--- config.mk ---
export PLATFORM = sky130hd
export DESIGN_NAME = array_backed_linked_list_flat
export DESIGN_NICKNAME = d
export VERILOG_FILES = /design/src/hdl/abll_pkg.sv /design/src/hdl/abll_if.sv /design/src/hdl/abll_free_scan.sv /design/src/hdl/array_backed_linked_list.sv /design/src/flat_wrapper.sv
export SDC_FILE = /design/constraint.sdc
export NUM_CORES = 2
export LEC_CHECK = 0
export ABC_AREA = 0
export ABC_CLOCK_PERIOD_IN_PS = 13900
export BUFFER_PORTS_ARGS = -buffer_cell sky130_fd_sc_hd__clkbuf_2
export CORE_ASPECT_RATIO = 1.4
export CORE_UTILIZATION = 35
export CTS_CLUSTER_SIZE = 16
export DETAILED_ROUTE_END_ITERATION = 8
export PLACE_DENSITY = 0.47
export RECOVER_POWER = 50
export SLEW_MARGIN = 25
export SYNTH_ARGS = -nofsm -noshare
export SYNTH_HDL_FRONTEND = slang
export SYNTH_HIERARCHICAL = 1
export SYNTH_SLANG_ARGS = --single-unit
export TNS_END_PERCENT = 100
--- constraint.sdc ---
create_clock -name i_clk -period 13.9 [get_ports i_clk]
set_input_delay 0.695 -clock i_clk [delete_from_list [all_inputs] [get_ports i_clk]]
set_output_delay 0.695 -clock i_clk [all_outputs]
set_load 0.005 [all_outputs]
--- src/hdl/abll_pkg.sv ---
// shared types and constants for the array-backed linked list
// no dependencies
package abll_pkg;

    localparam int SLOTS_DEF  = 16;
    localparam int DATA_W_DEF = 64;

    localparam int ACTION_W  = 3;
    localparam int PREC_W    = 4;
    localparam int PAYLOAD_W = 64;
    localparam int STATUS_W  = 2;
    localparam int SLOT_W    = 4;
    localparam int COUNT_W   = 5;

    typedef enum logic [ACTION_W-1:0] {
        ACT_ADD_HEAD  = 3'd0,
        ACT_ADD_AFTER = 3'd1,
        ACT_ADD_TAIL  = 3'd2,
        ACT_REM_HEAD  = 3'd3,
        ACT_REM_AFTER = 3'd4,
        ACT_REM_TAIL  = 3'd5
    } t_action;

    typedef enum logic [STATUS_W-1:0] {
        ST_OK    = 2'd0,
        ST_FULL  = 2'd1,
        ST_EMPTY = 2'd2,
        ST_BAD   = 2'd3
    } t_status;

endpackage

--- src/hdl/abll_if.sv ---
// valid/ready channel interfaces for list actions and their results
// depends on: abll_pkg
interface abll_in_if;
    logic                           valid;
    logic                           ready;
    logic [abll_pkg::ACTION_W-1:0]  action;
    logic [abll_pkg::PREC_W-1:0]    prec_slot;
    logic [abll_pkg::PAYLOAD_W-1:0] payload;

    modport source (output valid, action, prec_slot, payload, input ready);
    modport sink   (input valid, action, prec_slot, payload, output ready);
endinterface

interface abll_out_if;
    logic                           valid;
    logic                           ready;
    logic [abll_pkg::STATUS_W-1:0]  status;
    logic [abll_pkg::SLOT_W-1:0]    slot_used;
    logic [abll_pkg::PAYLOAD_W-1:0] removed_payload;
    logic [abll_pkg::COUNT_W-1:0]   element_count;

    modport source (output valid, status, slot_used, removed_payload, element_count,
                    input ready);
    modport sink   (input valid, status, slot_used, removed_payload, element_count,
                    output ready);
endinterface

--- src/hdl/abll_free_scan.sv ---
// iterative lowest-free-slot search, one slot tested per cycle
// depends on: nothing
module abll_free_scan #(
    parameter int SLOTS = 16
) (
    input  logic                     i_clk,
    input  logic                     i_rst_n,
    input  logic                     i_start,
    input  logic [SLOTS-1:0]         i_busy,
    output logic                     o_done,
    output logic [$clog2(SLOTS)-1:0] o_idx
);

    localparam int IW = $clog2(SLOTS);

    logic          r_run;
    logic          r_done;
    logic [IW-1:0] r_idx;
    logic [IW-1:0] r_res;

    always_ff @(posedge i_clk) begin
        if (!i_rst_n) begin
            r_run  <= 1'b0;
            r_done <= 1'b0;
            r_idx  <= '0;
        end else begin
            if (i_start) begin
                r_run  <= 1'b1;
                r_done <= 1'b0;
                r_idx  <= '0;
            end else if (r_run) begin
                // stop on a free slot or at the last slot
                if (!i_busy[r_idx] || r_idx == IW'(SLOTS - 1)) begin
                    r_run  <= 1'b0;
                    r_done <= 1'b1;
                    r_res  <= i_busy[r_idx] ? '0 : r_idx;
                end else begin
                    r_done <= 1'b0;
                    r_idx  <= r_idx + 1'b1;
                end
            end else begin
                r_done <= 1'b0;
            end
        end
    end

    assign o_done = r_done;
    assign o_idx  = r_res;

endmodule

--- src/hdl/array_backed_linked_list.sv ---
// Singly linked list kept in a table of SLOTS slots. Each transaction on i_in is one action
// (insert at head, after a slot, at tail; remove head, after a slot, tail) and gives one
// result on o_out. The block takes one action at a time and drops ready until its result is
// loaded into the output register; ready returns the cycle after that. A failed action goes
// from S_DECIDE straight to S_DONE; remove head passes S_RM_HEAD and remove after passes
// S_RA1 and S_RA2. Every insert runs the free-slot scan in S_SCAN, then S_INS; insert after
// adds S_AA2 and S_AA3, and insert at tail walks the list to its end. Remove tail walks it
// too, the walk reading one link memory entry per cycle, then passes S_RM_TAIL. The result
// load waits while the previous result is still stalled. With 16 slots the slowest action
// is a tail insert onto 15 elements with slot 15 free. No clearing pass is needed after
// reset: slot busy and link-valid bits are flip-flops cleared by reset.
// depends on: abll_pkg, abll_if, abll_free_scan
module array_backed_linked_list #(
    parameter int SLOTS      = abll_pkg::SLOTS_DEF,
    parameter int DATA_WIDTH = abll_pkg::DATA_W_DEF
) (
    input  logic       i_clk,
    input  logic       i_rst_n,
    abll_in_if.sink    i_in,
    abll_out_if.source o_out
);

    localparam int IW = $clog2(SLOTS);
    localparam int CW = $clog2(SLOTS + 1);

    typedef enum logic [3:0] {
        S_IDLE,
        S_DECIDE,
        S_SCAN,
        S_INS,
        S_AA2,
        S_AA3,
        S_WALK,
        S_RM_HEAD,
        S_RA1,
        S_RA2,
        S_RM_TAIL,
        S_DONE
    } t_state;

    t_state                          r_state;
    logic [abll_pkg::ACTION_W-1:0]   r_action;
    logic [abll_pkg::PREC_W-1:0]     r_prec;
    logic [DATA_WIDTH-1:0]           r_payload;
    logic                            r_head_valid;
    logic [IW-1:0]                   r_head;
    logic [CW-1:0]                   r_count;
    logic [SLOTS-1:0]                r_busy;
    logic [SLOTS-1:0]                r_has_next;
    logic [IW-1:0]                   r_cur;
    logic [IW-1:0]                   r_prev;
    logic                            r_has_prev;
    logic                            r_use_rd;
    logic [IW-1:0]                   r_free;
    abll_pkg::t_status               r_status;
    logic [IW-1:0]                   r_slot;
    logic [DATA_WIDTH-1:0]           r_rem;

    logic                            r_out_valid;
    logic [abll_pkg::STATUS_W-1:0]   r_out_status;
    logic [abll_pkg::SLOT_W-1:0]     r_out_slot;
    logic [abll_pkg::PAYLOAD_W-1:0]  r_out_rem;
    logic [abll_pkg::COUNT_W-1:0]    r_out_count;

    // link and payload memories, read data registered
    logic [IW-1:0]                   r_link_mem [SLOTS];
    logic [DATA_WIDTH-1:0]           r_pay_mem  [SLOTS];
    logic [IW-1:0]                   r_link_rd;
    logic [DATA_WIDTH-1:0]           r_pay_rd;

    logic                            lk_we;
    logic [IW-1:0]                   lk_waddr;
    logic [IW-1:0]                   lk_wdata;
    logic                            pm_we;
    logic [IW-1:0]                   rd_addr;

    logic [IW-1:0]                   p;
    logic                            prec_ok;
    logic                            full;
    logic [IW-1:0]                   w_cur;
    logic                            scan_start;
    logic                            scan_done;
    logic [IW-1:0]                   scan_idx;
    abll_pkg::t_status               dec_status;
    t_state                          dec_next;

    assign p       = IW'(r_prec);
    assign prec_ok = (32'(r_prec) < SLOTS) && r_busy[p];
    assign full    = (r_count == CW'(SLOTS));
    assign w_cur   = r_use_rd ? r_link_rd : r_cur;

    // action checks and where the sequence goes next
    always_comb begin
        dec_status = abll_pkg::ST_OK;
        dec_next   = S_DONE;
        unique case (abll_pkg::t_action'(r_action))
            abll_pkg::ACT_ADD_HEAD, abll_pkg::ACT_ADD_TAIL: begin
                if (full) dec_status = abll_pkg::ST_FULL;
                else      dec_next   = S_SCAN;
            end
            abll_pkg::ACT_ADD_AFTER: begin
                if (full)          dec_status = abll_pkg::ST_FULL;
                else if (!prec_ok) dec_status = abll_pkg::ST_BAD;
                else               dec_next   = S_SCAN;
            end
            abll_pkg::ACT_REM_HEAD: begin
                if (!r_head_valid) dec_status = abll_pkg::ST_EMPTY;
                else               dec_next   = S_RM_HEAD;
            end
            abll_pkg::ACT_REM_AFTER: begin
                if (!r_head_valid)                dec_status = abll_pkg::ST_EMPTY;
                else if (!prec_ok || !r_has_next[p]) dec_status = abll_pkg::ST_BAD;
                else                              dec_next   = S_RA1;
            end
            abll_pkg::ACT_REM_TAIL: begin
                if (!r_head_valid) dec_status = abll_pkg::ST_EMPTY;
                else               dec_next   = S_WALK;
            end
            default: dec_status = abll_pkg::ST_BAD;
        endcase
    end

    assign scan_start = (r_state == S_DECIDE) && (dec_next == S_SCAN);

    // memory port control
    always_comb begin
        lk_we    = 1'b0;
        lk_waddr = r_free;
        lk_wdata = r_head;
        pm_we    = (r_state == S_INS);
        unique case (r_state)
            S_DECIDE: rd_addr = (abll_pkg::t_action'(r_action) == abll_pkg::ACT_REM_HEAD)
                                ? r_head : p;
            S_RA1:    rd_addr = r_link_rd;
            S_WALK:   rd_addr = w_cur;
            S_INS:    rd_addr = p;
            default:  rd_addr = r_cur;
        endcase
        unique case (r_state)
            S_INS: begin
                lk_we = (abll_pkg::t_action'(r_action) == abll_pkg::ACT_ADD_HEAD);
            end
            S_AA2: begin
                lk_we    = 1'b1;
                lk_wdata = r_link_rd;
            end
            S_AA3: begin
                lk_we    = 1'b1;
                lk_waddr = p;
                lk_wdata = r_free;
            end
            S_WALK: begin
                lk_we    = !r_has_next[w_cur] &&
                           (abll_pkg::t_action'(r_action) == abll_pkg::ACT_ADD_TAIL);
                lk_waddr = w_cur;
                lk_wdata = r_free;
            end
            S_RA2: begin
                lk_we    = 1'b1;
                lk_waddr = p;
                lk_wdata = r_link_rd;
            end
            default: lk_we = 1'b0;
        endcase
    end

    always_ff @(posedge i_clk) begin
        if (lk_we) r_link_mem[lk_waddr] <= lk_wdata;
        if (pm_we) r_pay_mem[r_free] <= r_payload;
        r_link_rd <= r_link_mem[rd_addr];
        r_pay_rd  <= r_pay_mem[rd_addr];
    end

    abll_free_scan #(
        .SLOTS (SLOTS)
    ) u_free_scan (
        .i_clk   (i_clk),
        .i_rst_n (i_rst_n),
        .i_start (scan_start),
        .i_busy  (r_busy),
        .o_done  (scan_done),
        .o_idx   (scan_idx)
    );

    always_ff @(posedge i_clk) begin
        if (!i_rst_n) begin
            r_state      <= S_IDLE;
            r_head_valid <= 1'b0;
            r_head       <= '0;
            r_count      <= '0;
            r_busy       <= '0;
            r_has_next   <= '0;
            r_use_rd     <= 1'b0;
            r_has_prev   <= 1'b0;
            r_out_valid  <= 1'b0;
        end else begin
            if (o_out.ready && (r_state != S_DONE)) r_out_valid <= 1'b0;
            unique case (r_state)
                S_IDLE: begin
                    if (i_in.valid) begin
                        r_action  <= i_in.action;
                        r_prec    <= i_in.prec_slot;
                        r_payload <= i_in.payload[DATA_WIDTH-1:0];
                        r_state   <= S_DECIDE;
                    end
                end
                S_DECIDE: begin
                    r_status   <= dec_status;
                    r_slot     <= '0;
                    r_rem      <= '0;
                    r_cur      <= r_head;
                    r_use_rd   <= 1'b0;
                    r_has_prev <= 1'b0;
                    r_state    <= dec_next;
                end
                S_SCAN: begin
                    if (scan_done) begin
                        r_free  <= scan_idx;
                        r_state <= S_INS;
                    end
                end
                S_INS: begin
                    r_busy[r_free] <= 1'b1;
                    r_count        <= r_count + 1'b1;
                    r_slot         <= r_free;
                    unique case (abll_pkg::t_action'(r_action))
                        abll_pkg::ACT_ADD_HEAD: begin
                            r_has_next[r_free] <= r_head_valid;
                            r_head             <= r_free;
                            r_head_valid       <= 1'b1;
                            r_state            <= S_DONE;
                        end
                        abll_pkg::ACT_ADD_AFTER: r_state <= S_AA2;
                        default: begin
                            // new tail has no successor
                            r_has_next[r_free] <= 1'b0;
                            if (!r_head_valid) begin
                                r_head       <= r_free;
                                r_head_valid <= 1'b1;
                                r_state      <= S_DONE;
                            end else begin
                                r_cur    <= r_head;
                                r_use_rd <= 1'b0;
                                r_state  <= S_WALK;
                            end
                        end
                    endcase
                end
                S_AA2: begin
                    // new slot inherits the successor of the preceding slot
                    r_has_next[r_free] <= r_has_next[p];
                    r_state            <= S_AA3;
                end
                S_AA3: begin
                    r_has_next[p] <= 1'b1;
                    r_state       <= S_DONE;
                end
                S_WALK: begin
                    if (r_has_next[w_cur]) begin
                        r_prev     <= w_cur;
                        r_has_prev <= 1'b1;
                        r_use_rd   <= 1'b1;
                    end else begin
                        r_cur    <= w_cur;
                        r_use_rd <= 1'b0;
                        if (abll_pkg::t_action'(r_action) == abll_pkg::ACT_ADD_TAIL) begin
                            r_has_next[w_cur] <= 1'b1;
                            r_state           <= S_DONE;
                        end else begin
                            r_state <= S_RM_TAIL;
                        end
                    end
                end
                S_RM_HEAD: begin
                    r_head_valid      <= r_has_next[r_cur];
                    r_head            <= r_has_next[r_cur] ? r_link_rd : '0;
                    r_busy[r_cur]     <= 1'b0;
                    r_has_next[r_cur] <= 1'b0;
                    r_count           <= r_count - 1'b1;
                    r_slot            <= r_cur;
                    r_rem             <= r_pay_rd;
                    r_state           <= S_DONE;
                end
                S_RA1: begin
                    r_cur   <= r_link_rd;
                    r_state <= S_RA2;
                end
                S_RA2: begin
                    // unlink the successor of the preceding slot
                    r_has_next[p]     <= r_has_next[r_cur];
                    r_busy[r_cur]     <= 1'b0;
                    r_count           <= r_count - 1'b1;
                    r_slot            <= r_cur;
                    r_rem             <= r_pay_rd;
                    r_state           <= S_DONE;
                end
                S_RM_TAIL: begin
                    if (r_has_prev) begin
                        r_has_next[r_prev] <= 1'b0;
                    end else begin
                        r_head_valid <= 1'b0;
                        r_head       <= '0;
                    end
                    r_busy[r_cur]     <= 1'b0;
                    r_count           <= r_count - 1'b1;
                    r_slot            <= r_cur;
                    r_rem             <= r_pay_rd;
                    r_state           <= S_DONE;
                end
                S_DONE: begin
                    if (!r_out_valid || o_out.ready) begin
                        r_out_valid  <= 1'b1;
                        r_out_status <= r_status;
                        r_out_slot   <= abll_pkg::SLOT_W'(r_slot);
                        r_out_rem    <= abll_pkg::PAYLOAD_W'(r_rem);
                        r_out_count  <= abll_pkg::COUNT_W'(r_count);
                        r_state      <= S_IDLE;
                    end
                end
                default: r_state <= S_IDLE;
            endcase
        end
    end

    assign i_in.ready            = (r_state == S_IDLE);
    assign o_out.valid           = r_out_valid;
    assign o_out.status          = r_out_status;
    assign o_out.slot_used       = r_out_slot;
    assign o_out.removed_payload = r_out_rem;
    assign o_out.element_count   = r_out_count;

endmodule

--- src/flat_wrapper.sv ---
// flat-port wrapper written by rule: the top's interface ports become plain ports
module array_backed_linked_list_flat 
#(
    parameter int SLOTS      = abll_pkg::SLOTS_DEF,
    parameter int DATA_WIDTH = abll_pkg::DATA_W_DEF
)
  (i_clk, i_rst_n, i_in_valid, i_in_action, i_in_prec_slot, i_in_payload, i_in_ready, o_out_valid, o_out_status, o_out_slot_used, o_out_removed_payload, o_out_element_count, o_out_ready);
  abll_in_if i_in_i ();
  abll_out_if o_out_i ();
  input  logic i_clk;
  input  logic i_rst_n;
  input wire logic [$bits(i_in_i.valid)-1:0] i_in_valid;
  input wire logic [$bits(i_in_i.action)-1:0] i_in_action;
  input wire logic [$bits(i_in_i.prec_slot)-1:0] i_in_prec_slot;
  input wire logic [$bits(i_in_i.payload)-1:0] i_in_payload;
  output wire logic [$bits(i_in_i.ready)-1:0] i_in_ready;
  output wire logic [$bits(o_out_i.valid)-1:0] o_out_valid;
  output wire logic [$bits(o_out_i.status)-1:0] o_out_status;
  output wire logic [$bits(o_out_i.slot_used)-1:0] o_out_slot_used;
  output wire logic [$bits(o_out_i.removed_payload)-1:0] o_out_removed_payload;
  output wire logic [$bits(o_out_i.element_count)-1:0] o_out_element_count;
  input wire logic [$bits(o_out_i.ready)-1:0] o_out_ready;
  assign i_in_i.valid = i_in_valid;
  assign i_in_i.action = i_in_action;
  assign i_in_i.prec_slot = i_in_prec_slot;
  assign i_in_i.payload = i_in_payload;
  assign i_in_ready = i_in_i.ready;
  assign o_out_valid = o_out_i.valid;
  assign o_out_status = o_out_i.status;
  assign o_out_slot_used = o_out_i.slot_used;
  assign o_out_removed_payload = o_out_i.removed_payload;
  assign o_out_element_count = o_out_i.element_count;
  assign o_out_i.ready = o_out_ready;
  array_backed_linked_list #(.SLOTS(SLOTS), .DATA_WIDTH(DATA_WIDTH)) u_core (.i_clk(i_clk), .i_rst_n(i_rst_n), .i_in(i_in_i), .o_out(o_out_i));
endmodule
==> implementation parameters <==
Parameter                              Value

Synth
  Post-synthesis cell count    4452
  Count of different cell masters after synthesis    85
  Synth warnings    6
  Average size of a mapped cell    12.83 sq um
  Net Count, Synth    4532
  Primary FF master, synth    sky130_fd_sc_hd__edfxtp_1
  Post-synthesis instance area    0.05713 sq mm
  Sequential fraction of the synthesis area    73.70%
  Number of flops mapped to enable cells by yosys    1320
  Post-synthesis register bit count    1443
  Proportion of register bits with asynchronous set or reset after synthesis    0%

Routing
  Vias    36098
  Routed Antenna Nets    0
  Uppermost metal layer occupied by signal nets    met4
  Routed met2 length    81.57 mm
  Average routed wire per standard cell    24.38 um
  DRC violations left    0
  Drt initial violations    3024
  Drt via density    5.329
  DRT Wirelength    165.2 mm
  Detailed-routing iteration count for the pre-antenna-repair pass    6
  Met1 WL    71.93 mm
  Detail Route met3 WL    6.907 mm

Critical path
  Arrival time of data at the critical path endpoint    6.72 ns
  Reg2Reg Launch Point    u_core/r_state[1]
  Classification of the worst setup path    flop to flop
  Kind of launch point of the worst setup path    flop
  Required time worst endpoint    14.30 ns
  Worst setup path startpoint    u_core/r_state[1]
  Kind of end point of the critical path    flop
  Crit Path Max Fanout    37

CTS
  Worst-skew pair later-pin latency    0.79 ns
  Deepest clock path buffer count    3
  Number of clock buffers inserted by TritonCTS    147
  Clock Pin Slew Worst Setup and Hold Paths    0.06 ns
  Hold bufs inserted after CTS    0
  Total number of H-tree levels    4
  # clock sinks    1443
  # Post-CTS Setup Buffers    0
  Clock tree root buffer cell    sky130_fd_sc_hd__clkbuf_16
  TritonCTS clock tree    built
  Total of cells resized after clock tree synthesis    0

Job
  Maximum capacitance violations    10

STA
  Final hold slack    0.08364 ns
  Actual slew at the worst max-slew pin    4.385 ns
  Setup WS post-layout    7.581 ns
  Clock Skew    0.03637 ns
  RSZ-0062 raised after global routing    false
  Final critical delay including setup and external delays    6.319 ns
  Final setup fails    0
  Portion of the clock cycle consumed by the worst path in the final layout    45.46%
  Aggregate negative setup slack    0 ns
  Worst slew margin    -192.4%
  Maximum clock frequency    0.1583 GHz
  Number of slew-limit violations in the final report    271
  Final Hold Fails    0

Die
  Area of the core    0.1622 sq mm
  Overall die width    343.4 um
  Starting Density    35.21%
  Count of pins on the block boundary    152
  Die area    0.1649 sq mm
  Chip Height    480.0 um
  Number of standard-cell rows in the floorplan    175

Power and ir drop
  PD cells    211.1 mW/mm^2
  Leakage power    0.02168 uW
  Worst VDD drop    224.6 uV

Cells and area
  Layout cells sized above 1    8.948%
  Layout overhead on the synthesized area    13.19%
  Filler instances    15293
  Area taken by flip-flops and latches    0.04210 sq mm
  Most frequent standard cell in the layout excluding fill and tap cells    sky130_fd_sc_hd__edfxtp_1
  Total area of multi-input combinational cells    0.01384 sq mm
  Final cell count without fillers    6774
  Layout Nets    4606
  Leading cell types in the layout, fill and taps excluded    sky130_fd_sc_hd__edfxtp_1 (1320), sky130_fd_sc_hd__nand2_1 (1158), sky130_fd_sc_hd__nand3_1 (732)

Placed design
  Placed cell count    6501
  Number of buffer cells added on primary ports    151
  Final estimated routing congestion in global placement    0.9175
  Worst slack, placed    8.848 ns
  Final HPWL from detailed placement    85.47 mm

Global routing
  Wire length of the first global-routing pass    240.8 mm
  Largest net degree at the start of global routing    184
  Tot GR Track Use    19.89%
  Vias in the first global route    35265
  Number of antenna violations at the first check in global routing    6
  Total gr overflow    0

Status
  Status    finished with violations
  Failing checks    max-capacitance violations, max-slew violations

Min path
  Worst hold path type    input pin to flop
  Critical hold path startpoint    i_in_action[1]
metrics by stage:
stage / area, sq um / total power [uW] / util, %
3_3_place_gp: 60030 / 9852 / 37.00
2_1_floorplan: 57130 / 8377 / -
5_1_grt: 64660 / 14420 / 39.86
4_1_cts: 64820 / 13850 / 39.95
3_5_place_dp: 60060 / 9878 / 37.01
6_report: 64660 / 13650 / 39.86
cell usage after synthesis (all sizes together), types with 12 or more instances:
library cell / instances / area (sq um)
clkbuf: 147 / 555.5
o21ai: 37 / 192.7
nand4: 21 / 137.6
nand2: 1158 / 4347
nor2b: 42 / 262.8
a22oi: 15 / 112.6
edfxtp: 1320 / 39640
and2: 87 / 544.3
a32oi: 68 / 595.6
a221oi: 16 / 140.1
nand2b: 19 / 118.9
a31oi: 74 / 462.9
nor2: 88 / 330.3
mux4: 15 / 341.6
buf: 153 / 750.7
dfxtp: 123 / 2462
mux2i: 14 / 140.1
inv: 12 / 45.04
nand3: 732 / 3664
a21oi: 115 / 575.6
critical path, cell delays in order (launching register included):
cell and delay, ns:
sky130_fd_sc_hd__dfxtp_1 0.88, sky130_fd_sc_hd__and4bb_1 0.80, sky130_fd_sc_hd__and2_0 3.22, sky130_fd_sc_hd__buf_4 0.94
flip-flops by register name, summed over array words and instances (netlist names), 16 cells and up, named ones only:
register                      cells
u_core/r_payload                 64
u_core/r_link_mem                64
u_core/r_busy                    16
u_core/r_pay_mem               1024
u_core/o_out.removed_payload     64
u_core/r_rem                     64
u_core/r_pay_rd                  64
path summary, 6_finish.rpt:
path / slack [ns] / to / depth (start not counted)
setup / recovery: 7.58 / u_core/r_pay_mem[0][20] / 3
hold / removal: 0.08 / u_core/r_action[1] / 1
setup reg to reg: 7.58 / u_core/r_pay_mem[0][20] / 3
hold reg to reg: 0.42 / u_core/o_out.removed_payload[23] / 0
metal layers:
layer	vias up	global-route usage (%)
li1	16514	-
met1	18387	26.31
met2	948	33.57
met3	249	2.653
met4	0	6.614
met5	-	0
logic make-up (layout without fill, tap and decap cells):
group | count (synthesis) | in the layout | synth area share (%)
AO/OA/AOI/OAI | 440 | 440 | 5.480
XOR/XNOR | 6 | 6 | 0.09199
adder cells (fa/ha/maj) | 5 | 5 | 0.1227
other | 0 | 1 | 0
AND/OR/NAND/NOR | 2211 | 2211 | 17.27
flip-flops | 1443 | 1443 | 73.70
multiplexers | 35 | 35 | 0.9746
buffers and inverters | 312 | 509 | 2.365
report_power, final:
group	switching (uW)	total [uW]	internal [uW]
Clock	1690	3940	2250
Combinational	3080	4300	1220
Sequential	287	5410	5120
Total	5060	13600	8590
final cells by class:
| type | instances | share of cell area [%] |
|---|---|---|
| Antenna cell | 1 | 0.003870 |
| Clock buffer | 201 | 6.354 |
| Clock inverter | 71 | 1.006 |
| Inverter | 12 | 0.07353 |
| Multi-Input combinational cell | 2697 | 21.40 |
| Sequential cell | 1443 | 65.11 |
| Tap cell | 2124 | 4.110 |
| Timing Repair Buffer | 225 | 1.945 |
No activity file was read; power rests on OpenSTA's default activity.
